[config.mk]
export PLATFORM = sky130hd
export DESIGN_NAME = grow_chamber_relay_controller
export DESIGN_NICKNAME = d
export VERILOG_FILES = /design/src/hdl/gcrc_pkg.sv /design/src/hdl/gcrc_tick.sv /design/src/hdl/grow_chamber_relay_controller.sv
export SDC_FILE = /design/constraint.sdc
export NUM_CORES = 1
export LEC_CHECK = 0
export ABC_AREA = 1
export BUFFER_PORTS_ARGS = -buffer_cell sky130_fd_sc_hd__buf_2
export CORE_ASPECT_RATIO = 0.9
export CORE_MARGIN = 2
export CORE_UTILIZATION = 55
export DETAILED_ROUTE_END_ITERATION = 7
export PLACE_DENSITY_LB_ADDON = 0.05
export SYNTH_ARGS = -nofsm -noshare
export SYNTH_HDL_FRONTEND = slang
export SYNTH_HIERARCHICAL = 1
export SYNTH_SLANG_ARGS = --single-unit
[constraint.sdc]
create_clock -name clk -period 4.65 [get_ports clk]
set_input_delay 0.2325 -clock clk [delete_from_list [all_inputs] [get_ports clk]]
set_output_delay 0.2325 -clock clk [all_outputs]
set_load 0.01 [all_outputs]
[src/hdl/gcrc_pkg.sv]
// Shared types and constants for the grow chamber relay controller.
// Used by gcrc_tick and grow_chamber_relay_controller; depends on nothing.
package gcrc_pkg;

  localparam int CFG_IDX_W = 3;

  // Configuration register indexes
  localparam logic [CFG_IDX_W-1:0] REG_AIR_TEMP_HIGH   = 3'd0;
  localparam logic [CFG_IDX_W-1:0] REG_AIR_TEMP_LOW    = 3'd1;
  localparam logic [CFG_IDX_W-1:0] REG_HUMIDITY_LOW    = 3'd2;
  localparam logic [CFG_IDX_W-1:0] REG_HUMIDITY_HIGH   = 3'd3;
  localparam logic [CFG_IDX_W-1:0] REG_FOG_TIMING      = 3'd4;
  localparam logic [CFG_IDX_W-1:0] REG_CO2_HIGH        = 3'd5;
  localparam logic [CFG_IDX_W-1:0] REG_LIGHT_LIMITS    = 3'd6;
  localparam logic [CFG_IDX_W-1:0] REG_NUTRIENT_LIMITS = 3'd7;

  // Reset values of the configuration registers
  localparam logic [7:0]  RST_AIR_TEMP_HIGH   = 8'd35;
  localparam logic [7:0]  RST_AIR_TEMP_LOW    = 8'd15;
  localparam logic [6:0]  RST_HUMIDITY_LOW    = 7'd50;
  localparam logic [6:0]  RST_HUMIDITY_HIGH   = 7'd85;
  localparam logic [31:0] RST_FOG_TIMING      = 32'd1966085;
  localparam logic [15:0] RST_CO2_HIGH        = 16'd2000;
  localparam logic [31:0] RST_LIGHT_LIMITS    = 32'd1638405000;
  localparam logic [15:0] RST_NUTRIENT_LIMITS = 16'd7698;

  // Relay bit positions
  localparam int BIT_FAN    = 0;
  localparam int BIT_HEATER = 1;
  localparam int BIT_FOG    = 2;
  localparam int BIT_LIGHT  = 3;
  localparam int BIT_COOLER = 4;
  localparam int BIT_PUMP   = 5;

  // Hysteresis bands
  localparam logic signed [9:0] TEMP_BAND = 10'sd2;
  localparam logic [7:0]        HUM_BAND  = 8'd5;

  // Fog phases
  localparam logic [1:0] FOG_STOPPED  = 2'd0;
  localparam logic [1:0] FOG_SPRAYING = 2'd1;
  localparam logic [1:0] FOG_PAUSING  = 2'd2;

  localparam logic MODE_MANUAL = 1'b1;

  typedef struct packed {
    logic [7:0]  air_temp_high;
    logic [7:0]  air_temp_low;
    logic [6:0]  hum_lo_pct;
    logic [6:0]  hum_hi_pct;
    logic [31:0] fog_timing;
    logic [15:0] co2_limit;
    logic [31:0] light_limits;
    logic [15:0] nutrient_limits;
  } gcrc_cfg_t;

  typedef struct packed {
    logic        mode;
    logic [7:0]  manual_mask;
    logic [31:0] now_seconds;
    logic [7:0]  air_temp;
    logic [6:0]  humidity;
    logic [15:0] co2_ppm;
    logic [15:0] light_lux;
    logic [7:0]  nutr_temp;
    logic        water_valid;
    logic        water_low;
  } gcrc_item_t;

  typedef struct packed {
    logic [7:0]  relay;
    logic        fan_hold;
    logic        heat_hold;
    logic        fog_active;
    logic [1:0]  fog_state;
    logic [31:0] fog_mark;
  } gcrc_state_t;

endpackage

[src/hdl/gcrc_tick.sv]
// Control tick logic: next controller state from one item, the current state
// and the configuration. Purely combinational; depends on gcrc_pkg.
module gcrc_tick (
  input  gcrc_pkg::gcrc_cfg_t   cfg,
  input  gcrc_pkg::gcrc_item_t  item,
  input  gcrc_pkg::gcrc_state_t state_cur,
  output gcrc_pkg::gcrc_state_t state_nxt
);

  logic signed [9:0] at_w;
  logic signed [9:0] ath_w;
  logic signed [9:0] atl_w;
  logic signed [9:0] nt_w;
  logic signed [9:0] ct_w;
  logic signed [9:0] ht_w;
  logic [7:0]        hum_w;
  logic [7:0]        hl_w;
  logic [7:0]        hh_w;
  logic [15:0]       spray_w;
  logic [15:0]       pause_w;
  logic [31:0]       elapsed_w;

  assign at_w    = 10'($signed(item.air_temp));
  assign ath_w   = 10'($signed(cfg.air_temp_high));
  assign atl_w   = 10'($signed(cfg.air_temp_low));
  assign nt_w    = 10'($signed(item.nutr_temp));
  assign ct_w    = 10'($signed(cfg.nutrient_limits[15:8]));
  assign ht_w    = 10'($signed(cfg.nutrient_limits[7:0]));
  assign hum_w   = {1'b0, item.humidity};
  assign hl_w    = {1'b0, cfg.hum_lo_pct};
  assign hh_w    = {1'b0, cfg.hum_hi_pct};
  assign spray_w = cfg.fog_timing[15:0];
  assign pause_w = cfg.fog_timing[31:16];

  always_comb begin
    state_nxt = state_cur;
    elapsed_w = '0;
    if (item.mode == gcrc_pkg::MODE_MANUAL) begin
      state_nxt.relay = item.manual_mask;
    end else begin
      // air temperature
      if (at_w > ath_w) begin
        if (!state_nxt.fan_hold) begin
          state_nxt.fan_hold = 1'b1;
          state_nxt.relay[gcrc_pkg::BIT_FAN] = 1'b1;
        end
      end else if (at_w < ath_w - gcrc_pkg::TEMP_BAND) begin
        state_nxt.fan_hold = 1'b0;
        state_nxt.relay[gcrc_pkg::BIT_FAN] = 1'b0;
      end
      if (at_w < atl_w) begin
        if (!state_nxt.heat_hold) begin
          state_nxt.heat_hold = 1'b1;
          state_nxt.relay[gcrc_pkg::BIT_HEATER] = 1'b1;
        end
      end else if (at_w > atl_w + gcrc_pkg::TEMP_BAND) begin
        state_nxt.heat_hold = 1'b0;
        state_nxt.relay[gcrc_pkg::BIT_HEATER] = 1'b0;
      end

      // humidity and fog
      if (hum_w < hl_w) begin
        if (!state_nxt.fog_active) begin
          state_nxt.fog_active = 1'b1;
          state_nxt.fog_state  = gcrc_pkg::FOG_SPRAYING;
          state_nxt.fog_mark   = item.now_seconds;
          state_nxt.relay[gcrc_pkg::BIT_FOG] = 1'b1;
        end
      end else if (hum_w > hl_w + gcrc_pkg::HUM_BAND) begin
        state_nxt.fog_active = 1'b0;
        state_nxt.fog_state  = gcrc_pkg::FOG_STOPPED;
        state_nxt.relay[gcrc_pkg::BIT_FOG] = 1'b0;
      end
      // a fresh start sees zero elapsed time here
      elapsed_w = item.now_seconds - state_nxt.fog_mark;
      if (state_nxt.fog_active) begin
        if (state_nxt.fog_state == gcrc_pkg::FOG_SPRAYING) begin
          if (elapsed_w >= {16'd0, spray_w}) begin
            state_nxt.fog_state = gcrc_pkg::FOG_PAUSING;
            state_nxt.fog_mark  = item.now_seconds;
            state_nxt.relay[gcrc_pkg::BIT_FOG] = 1'b0;
          end
        end else if (state_nxt.fog_state == gcrc_pkg::FOG_PAUSING) begin
          if (elapsed_w >= {16'd0, pause_w}) begin
            state_nxt.fog_state = gcrc_pkg::FOG_SPRAYING;
            state_nxt.fog_mark  = item.now_seconds;
            state_nxt.relay[gcrc_pkg::BIT_FOG] = 1'b1;
          end
        end
      end
      if (hum_w > hh_w) begin
        state_nxt.relay[gcrc_pkg::BIT_FAN] = 1'b1;
      end

      // CO2
      if (item.co2_ppm > cfg.co2_limit) begin
        state_nxt.relay[gcrc_pkg::BIT_FAN] = 1'b1;
      end

      // light
      if (item.light_lux < cfg.light_limits[15:0]) begin
        state_nxt.relay[gcrc_pkg::BIT_LIGHT] = 1'b1;
      end else if (item.light_lux > cfg.light_limits[31:16]) begin
        state_nxt.relay[gcrc_pkg::BIT_LIGHT] = 1'b0;
      end

      // nutrient temperature; the heater check runs last and wins
      if (nt_w > ct_w) begin
        state_nxt.relay[gcrc_pkg::BIT_COOLER] = 1'b1;
        state_nxt.relay[gcrc_pkg::BIT_HEATER] = 1'b0;
      end else if (nt_w < ct_w - gcrc_pkg::TEMP_BAND) begin
        state_nxt.relay[gcrc_pkg::BIT_COOLER] = 1'b0;
      end
      if (nt_w < ht_w) begin
        state_nxt.relay[gcrc_pkg::BIT_HEATER] = 1'b1;
        state_nxt.relay[gcrc_pkg::BIT_COOLER] = 1'b0;
      end else if (nt_w > ht_w + gcrc_pkg::TEMP_BAND) begin
        state_nxt.relay[gcrc_pkg::BIT_HEATER] = 1'b0;
      end

      // water level
      if (!item.water_valid || item.water_low) begin
        state_nxt.relay[gcrc_pkg::BIT_PUMP] = 1'b0;
      end
    end
  end

endmodule

[src/hdl/grow_chamber_relay_controller.sv]
// Grow chamber relay controller, top level.
// Path: the input register, then the tick logic, then the result register.
// Throughput: one item per cycle while out_stall does not hold a result in the result register.
// Reset (synchronous, rst_n low): controller state and its relay bits cleared, both
// stages emptied, configuration registers loaded with their default values.
// Depends on gcrc_pkg and gcrc_tick.
module grow_chamber_relay_controller (
  input  logic        clk,
  input  logic        rst_n,
  // input channel
  input  logic        in_valid,
  output logic        in_stall,
  input  logic        in_mode,
  input  logic [7:0]  in_manual_mask,
  input  logic [31:0] in_now_seconds,
  input  logic signed [7:0] in_air_temp,
  input  logic [6:0]  in_humidity,
  input  logic [15:0] in_co2_ppm,
  input  logic [15:0] in_light_lux,
  input  logic signed [7:0] in_nutrient_temp,
  input  logic        in_water_valid,
  input  logic        in_water_low,
  // result channel
  output logic        out_valid,
  input  logic        out_stall,
  output logic [7:0]  out_relay_byte,
  output logic [1:0]  out_fog_step,
  // configuration channel
  input  logic        cfg_valid,
  output logic        cfg_ready,
  input  logic [gcrc_pkg::CFG_IDX_W-1:0] cfg_index,
  input  logic [31:0] cfg_data
);

  gcrc_pkg::gcrc_cfg_t   cfg_r;
  gcrc_pkg::gcrc_item_t  item_r;
  gcrc_pkg::gcrc_state_t state_r;
  gcrc_pkg::gcrc_state_t state_nxt;
  logic                  item_valid_r;
  logic                  out_valid_r;
  logic [7:0]            out_relay_r;
  logic [1:0]            out_fog_r;
  logic                  advance;
  logic                  in_accept;

  assign cfg_ready = 1'b1;

  // move the held item into the result register when that register is empty or its result leaves now
  assign advance   = item_valid_r && (!out_valid_r || !out_stall);
  assign in_stall  = item_valid_r && !advance;
  assign in_accept = in_valid && !in_stall;

  assign out_valid      = out_valid_r;
  assign out_relay_byte = out_relay_r;
  assign out_fog_step   = out_fog_r;

  gcrc_tick u_tick (
    .cfg       (cfg_r),
    .item      (item_r),
    .state_cur (state_r),
    .state_nxt (state_nxt)
  );

  always_ff @(posedge clk) begin
    if (!rst_n) begin
      cfg_r.air_temp_high   <= gcrc_pkg::RST_AIR_TEMP_HIGH;
      cfg_r.air_temp_low    <= gcrc_pkg::RST_AIR_TEMP_LOW;
      cfg_r.hum_lo_pct      <= gcrc_pkg::RST_HUMIDITY_LOW;
      cfg_r.hum_hi_pct      <= gcrc_pkg::RST_HUMIDITY_HIGH;
      cfg_r.fog_timing      <= gcrc_pkg::RST_FOG_TIMING;
      cfg_r.co2_limit       <= gcrc_pkg::RST_CO2_HIGH;
      cfg_r.light_limits    <= gcrc_pkg::RST_LIGHT_LIMITS;
      cfg_r.nutrient_limits <= gcrc_pkg::RST_NUTRIENT_LIMITS;
    end else if (cfg_valid && cfg_ready) begin
      case (cfg_index)
        gcrc_pkg::REG_AIR_TEMP_HIGH:   cfg_r.air_temp_high   <= cfg_data[7:0];
        gcrc_pkg::REG_AIR_TEMP_LOW:    cfg_r.air_temp_low    <= cfg_data[7:0];
        gcrc_pkg::REG_HUMIDITY_LOW:    cfg_r.hum_lo_pct      <= cfg_data[6:0];
        gcrc_pkg::REG_HUMIDITY_HIGH:   cfg_r.hum_hi_pct      <= cfg_data[6:0];
        gcrc_pkg::REG_FOG_TIMING:      cfg_r.fog_timing      <= cfg_data;
        gcrc_pkg::REG_CO2_HIGH:        cfg_r.co2_limit       <= cfg_data[15:0];
        gcrc_pkg::REG_LIGHT_LIMITS:    cfg_r.light_limits    <= cfg_data;
        gcrc_pkg::REG_NUTRIENT_LIMITS: cfg_r.nutrient_limits <= cfg_data[15:0];
        default: ;
      endcase
    end
  end

  // input register: payload needs no reset
  always_ff @(posedge clk) begin
    if (in_accept) begin
      item_r.mode          <= in_mode;
      item_r.manual_mask   <= in_manual_mask;
      item_r.now_seconds   <= in_now_seconds;
      item_r.air_temp      <= in_air_temp;
      item_r.humidity      <= in_humidity;
      item_r.co2_ppm       <= in_co2_ppm;
      item_r.light_lux     <= in_light_lux;
      item_r.nutr_temp     <= in_nutrient_temp;
      item_r.water_valid   <= in_water_valid;
      item_r.water_low     <= in_water_low;
    end
  end

  always_ff @(posedge clk) begin
    if (!rst_n) begin
      item_valid_r <= 1'b0;
      out_valid_r  <= 1'b0;
      state_r      <= '0;
    end else begin
      if (in_accept) begin
        item_valid_r <= 1'b1;
      end else if (advance) begin
        item_valid_r <= 1'b0;
      end
      if (advance) begin
        out_valid_r <= 1'b1;
        state_r     <= state_nxt;
      end else if (!out_stall) begin
        out_valid_r <= 1'b0;
      end
    end
  end

  always_ff @(posedge clk) begin
    if (advance) begin
      out_relay_r <= state_nxt.relay;
      out_fog_r   <= state_nxt.fog_state;
    end
  end

  // fog is active exactly when a phase other than stopped is held
  a_fog_phase_consistent: assert property (@(posedge clk) disable iff (!rst_n)
    state_r.fog_active == (state_r.fog_state != gcrc_pkg::FOG_STOPPED))
    else $error("fog_active and fog phase disagree");

  a_fog_phase_legal: assert property (@(posedge clk) disable iff (!rst_n)
    state_r.fog_state == gcrc_pkg::FOG_STOPPED ||
    state_r.fog_state == gcrc_pkg::FOG_SPRAYING ||
    state_r.fog_state == gcrc_pkg::FOG_PAUSING)
    else $error("illegal fog phase");

  // a result leaving the tick logic matches the state it committed
  a_result_matches_state: assert property (@(posedge clk) disable iff (!rst_n)
    advance |=> out_valid_r && out_relay_r == state_r.relay &&
                out_fog_r == state_r.fog_state)
    else $error("result register disagrees with committed state");

endmodule

==> impl_metrics.py <==
metrics = {
    "run_status": {
        "status": "complete, but fails checks",
        "violations": "setup timing",
    },
    "critical_path": {
        "critPathSlowestCell": "edfxtp_1",
        "path_common_cell": "nand2_1",
        "required_ns": 5.12,
        "crit_fanout": 18,
        "path_class": "flip-flop to flip-flop",
        "crit_arrival_ns": 5.27,
        "r2r_setup_slack_ns": -0.14,
        "critPathMaxStageDelay_ns": 0.43,
        "end_kind": "flip-flop",
        "critPathLaunchType": "flip-flop",
    },
    "timing": {
        "worst_pin_slew_ns": 1.23,
        "finalCriticalPeriod_ns": 4.79,
        "worst_slack_ns": -0.142,
        "rsz0062_at_grt": "true",
        "slew_headroom": 0.177,
        "slew_viol_final": 0,
        "period_share": 1.03,
        "fin_worst_skew_ns": 0.0276,
        "max_freq_ghz": 0.209,
        "tns_ns": -3.61,
        "setup_viol": 38,
        "hold_viol_final": 0,
    },
    "yosys": {
        "synth_area_leader_cell": "dfxtp_1",
        "synth_cell_type_count": 53,
        "synthCells": 2563,
        "async_flop_share": 0,
        "ys_ff_latch": 281,
        "yosysTopAreaCellShare": 0.186,
        "seq_area_frac_synth": 0.360,
        "ys.flop_type": "dfxtp_1",
        "syn-mean-instance-area_um2": 7.27,
        "yosys-top-cells-area": "dfxtp_1 (19%), edfxtp_1 (17%), ha_1 (13%), nand2_1 (12%), nor2_1 (7.5%)",
        "yosys_warnings": 6,
        "syn-cell-area_um2": 18600,
        "synth_nets": 2891,
        "synth-edff-count": 108,
    },
    "detailed_routing": {
        "vias_per_cell": 5.38,
        "drtPass1Iterations": 6,
        "routed_wl_mm": 57.1,
        "vias": 18400,
        "drcViolationCount": 0,
        "drt_iter0_drc": 1456,
        "wl_per_cell_um": 16.7,
        "ant_nets": 0,
    },
    "clock_network": {
        "cts.path.max_buffers": 3,
        "cts_tree": "built",
        "insertion_delay_ns": 0.60,
        "clockRootBuffer": "clkbuf_16",
        "cts_buffers": 31,
        "clk_pin_slew_worst_paths_ns": 0.07,
        "cts.sinks": 281,
        "htreeDepth": 1,
    },
    "floorplanning": {
        "coreArea_um2": 33200,
        "die_area_um2": 35400,
        "rows": 63,
        "num_io_pins": 151,
        "die_h_um": 179,
        "initial_core_util": 0.562,
        "die_x_um": 198,
    },
    "global_route": {
        "grt_overflow": 0,
        "grt_usage": 0.319,
        "grt_max_degree": 131,
        "grt_pass1_vias": 17600,
        "antenna_found_initial": 0,
        "grt_pass1_wl_mm": 89.5,
    },
    "placed_design": {
        "dp_hpwl_mm": 40.0,
        "port_buffers": 149,
        "place_ws_ns": -0.356,
        "gp_congestion": 0.937,
    },
    "pwr": {
        "power_leakage_nw": 11.4,
        "p_per_area_nw_per_um2": 327,
        "ir_drop_mv": 0.483,
    },
    "cells_and_area": {
        "layout_commonest_cell": "nand2_1",
        "drive_above_1_share": 0.166,
        "final_nets": 3275,
        "final_cell_mix": "nand2_1 (605), nor2_1 (363), inv_1 (311)",
        "area_growth_pct": 26.8,
        "antenna_cells": 0,
    },
    "job": {
        "max-cap-violations": 0,
    },
    "worst_hold_path": {
        "hold_class": "input pin to flip-flop",
    },
}
## cell families (layout without fill, tap and decap cells)
family,after synthesis,after routing,share of synthesized area
buffers and inverters,418,823,0.0904
adders and majority gates,190,190,0.128
DFF,281,281,0.360
AOI/OAI and AO/OA,290,290,0.0881
and+or+nand+nor,1321,1325,0.303
xor gates and xnor gates,42,42,0.0197
muxes,20,20,0.0107
other,1,1,0.000201
## Yosys cell counts (10+ instances only)
library cell	instances
a21oi_1	117
a31oi_1	11
buf_2	27
buf_4	12
clkbuf_1	35
dfxtp_1	173
edfxtp_1	108
ha_1	190
inv_1	316
inv_2	16
mux2i_1	20
nand2_1	614
nand3_1	216
nand3_2	13
nand3b_1	35
nand4_1	19
nor2_1	370
nor2_2	11
nor3_1	21
o211ai_1	10
o21ai_0	98
xor2_1	36
## area by class of cell
type | count | area [um2]
Clock buffer | 42 | 940
Clock inverter | 16 | 136
Fill cell | 2732 | 9540
Inverter | 333 | 1260
Multi-Input combinational cell | 1868 | 10700
Sequential cell | 281 | 6710
Tap cell | 455 | 569
Timing Repair Buffer | 432 | 3320
## flip-flops by register name, indices dropped and copies added, names as in the netlist
signal / cells
state_r: 45
item_valid_r: 1
out_relay_byte: 8
out_fog_step: 2
cfg_r: 126
out_valid: 1
item_r: 98
## critical path, delay by kind of cell (launching register included)
| family | cells | cell delay [ns] |
|---|---|---|
| buffers and inverters | 6 | 0.66 |
| xor gates and xnor gates | 1 | 0.18 |
| muxes | 1 | 0.20 |
| and+or+nand+nor | 15 | 1.41 |
| AOI/OAI and AO/OA | 5 | 0.85 |
| DFF | 1 | 0.43 |
| adders and majority gates | 3 | 0.93 |
## what timing repair did
action / CTS / global route
pin swaps: 15 / 37
hold endpoints to repair: 139 / 0
setup endpoints to repair: 38 / 38
hold buffers: 122 / 0
gates resized for setup: 51 / 61
buffers inserted: 15 / 5
cloned: 2 / 5
## through the flow
stage / hold slack (ns) / cell area [um2] / instances / power [mW] / util
after floorplan: 0.331 / 18700 / 2563 / 4.16 / -
after global placement: 0.408 / 20600 / 3221 / 4.83 / 0.621
after detailed placement: 0.411 / 20600 / 3221 / 4.89 / 0.621
after CTS: 0.00461 / 23300 / 3418 / 7.63 / 0.702
after global routing: 0.0260 / 23600 / 3427 / 8.15 / 0.712
final: 0.0292 / 23600 / 3427 / 7.74 / 0.712
## final timing paths
kind	start	end	cells past startpoint
worst max-delay path	item_r[47]$_DFFE_PP_	state_r[4]$_SDFFE_PN0P_	31
worst min-delay path	cfg_data[16]	cfg_r[32]$_SDFFE_PN0P_	5
worst max register to register	item_r[47]$_DFFE_PP_	state_r[4]$_SDFFE_PN0P_	31
worst min register to register	cfg_r[40]$_SDFFE_PN1P_	cfg_r[40]$_SDFFE_PN1P_	2
## routing by layer
| layer | GRT usage | part of all wire | up-vias |
|---|---|---|---|
| met4 | 0.0818 | 0.021 | 0 |
| li1 | - | - | 9131 |
| met5 | 0 | 0 | - |
| met1 | 0.441 | 0.45 | 8509 |
| met3 | 0.0515 | 0.081 | 104 |
| met2 | 0.523 | 0.45 | 702 |
## power by group
part	internal [mW]	leakage (nW)	switching, mW
Sequential	2.69	2.47	0.0988
Clock	1.48	0.538	1.06
Combinational	1.03	8.39	1.37
Total	5.21	11.4	2.54
No activity file was read; power rests on OpenSTA's default activity.
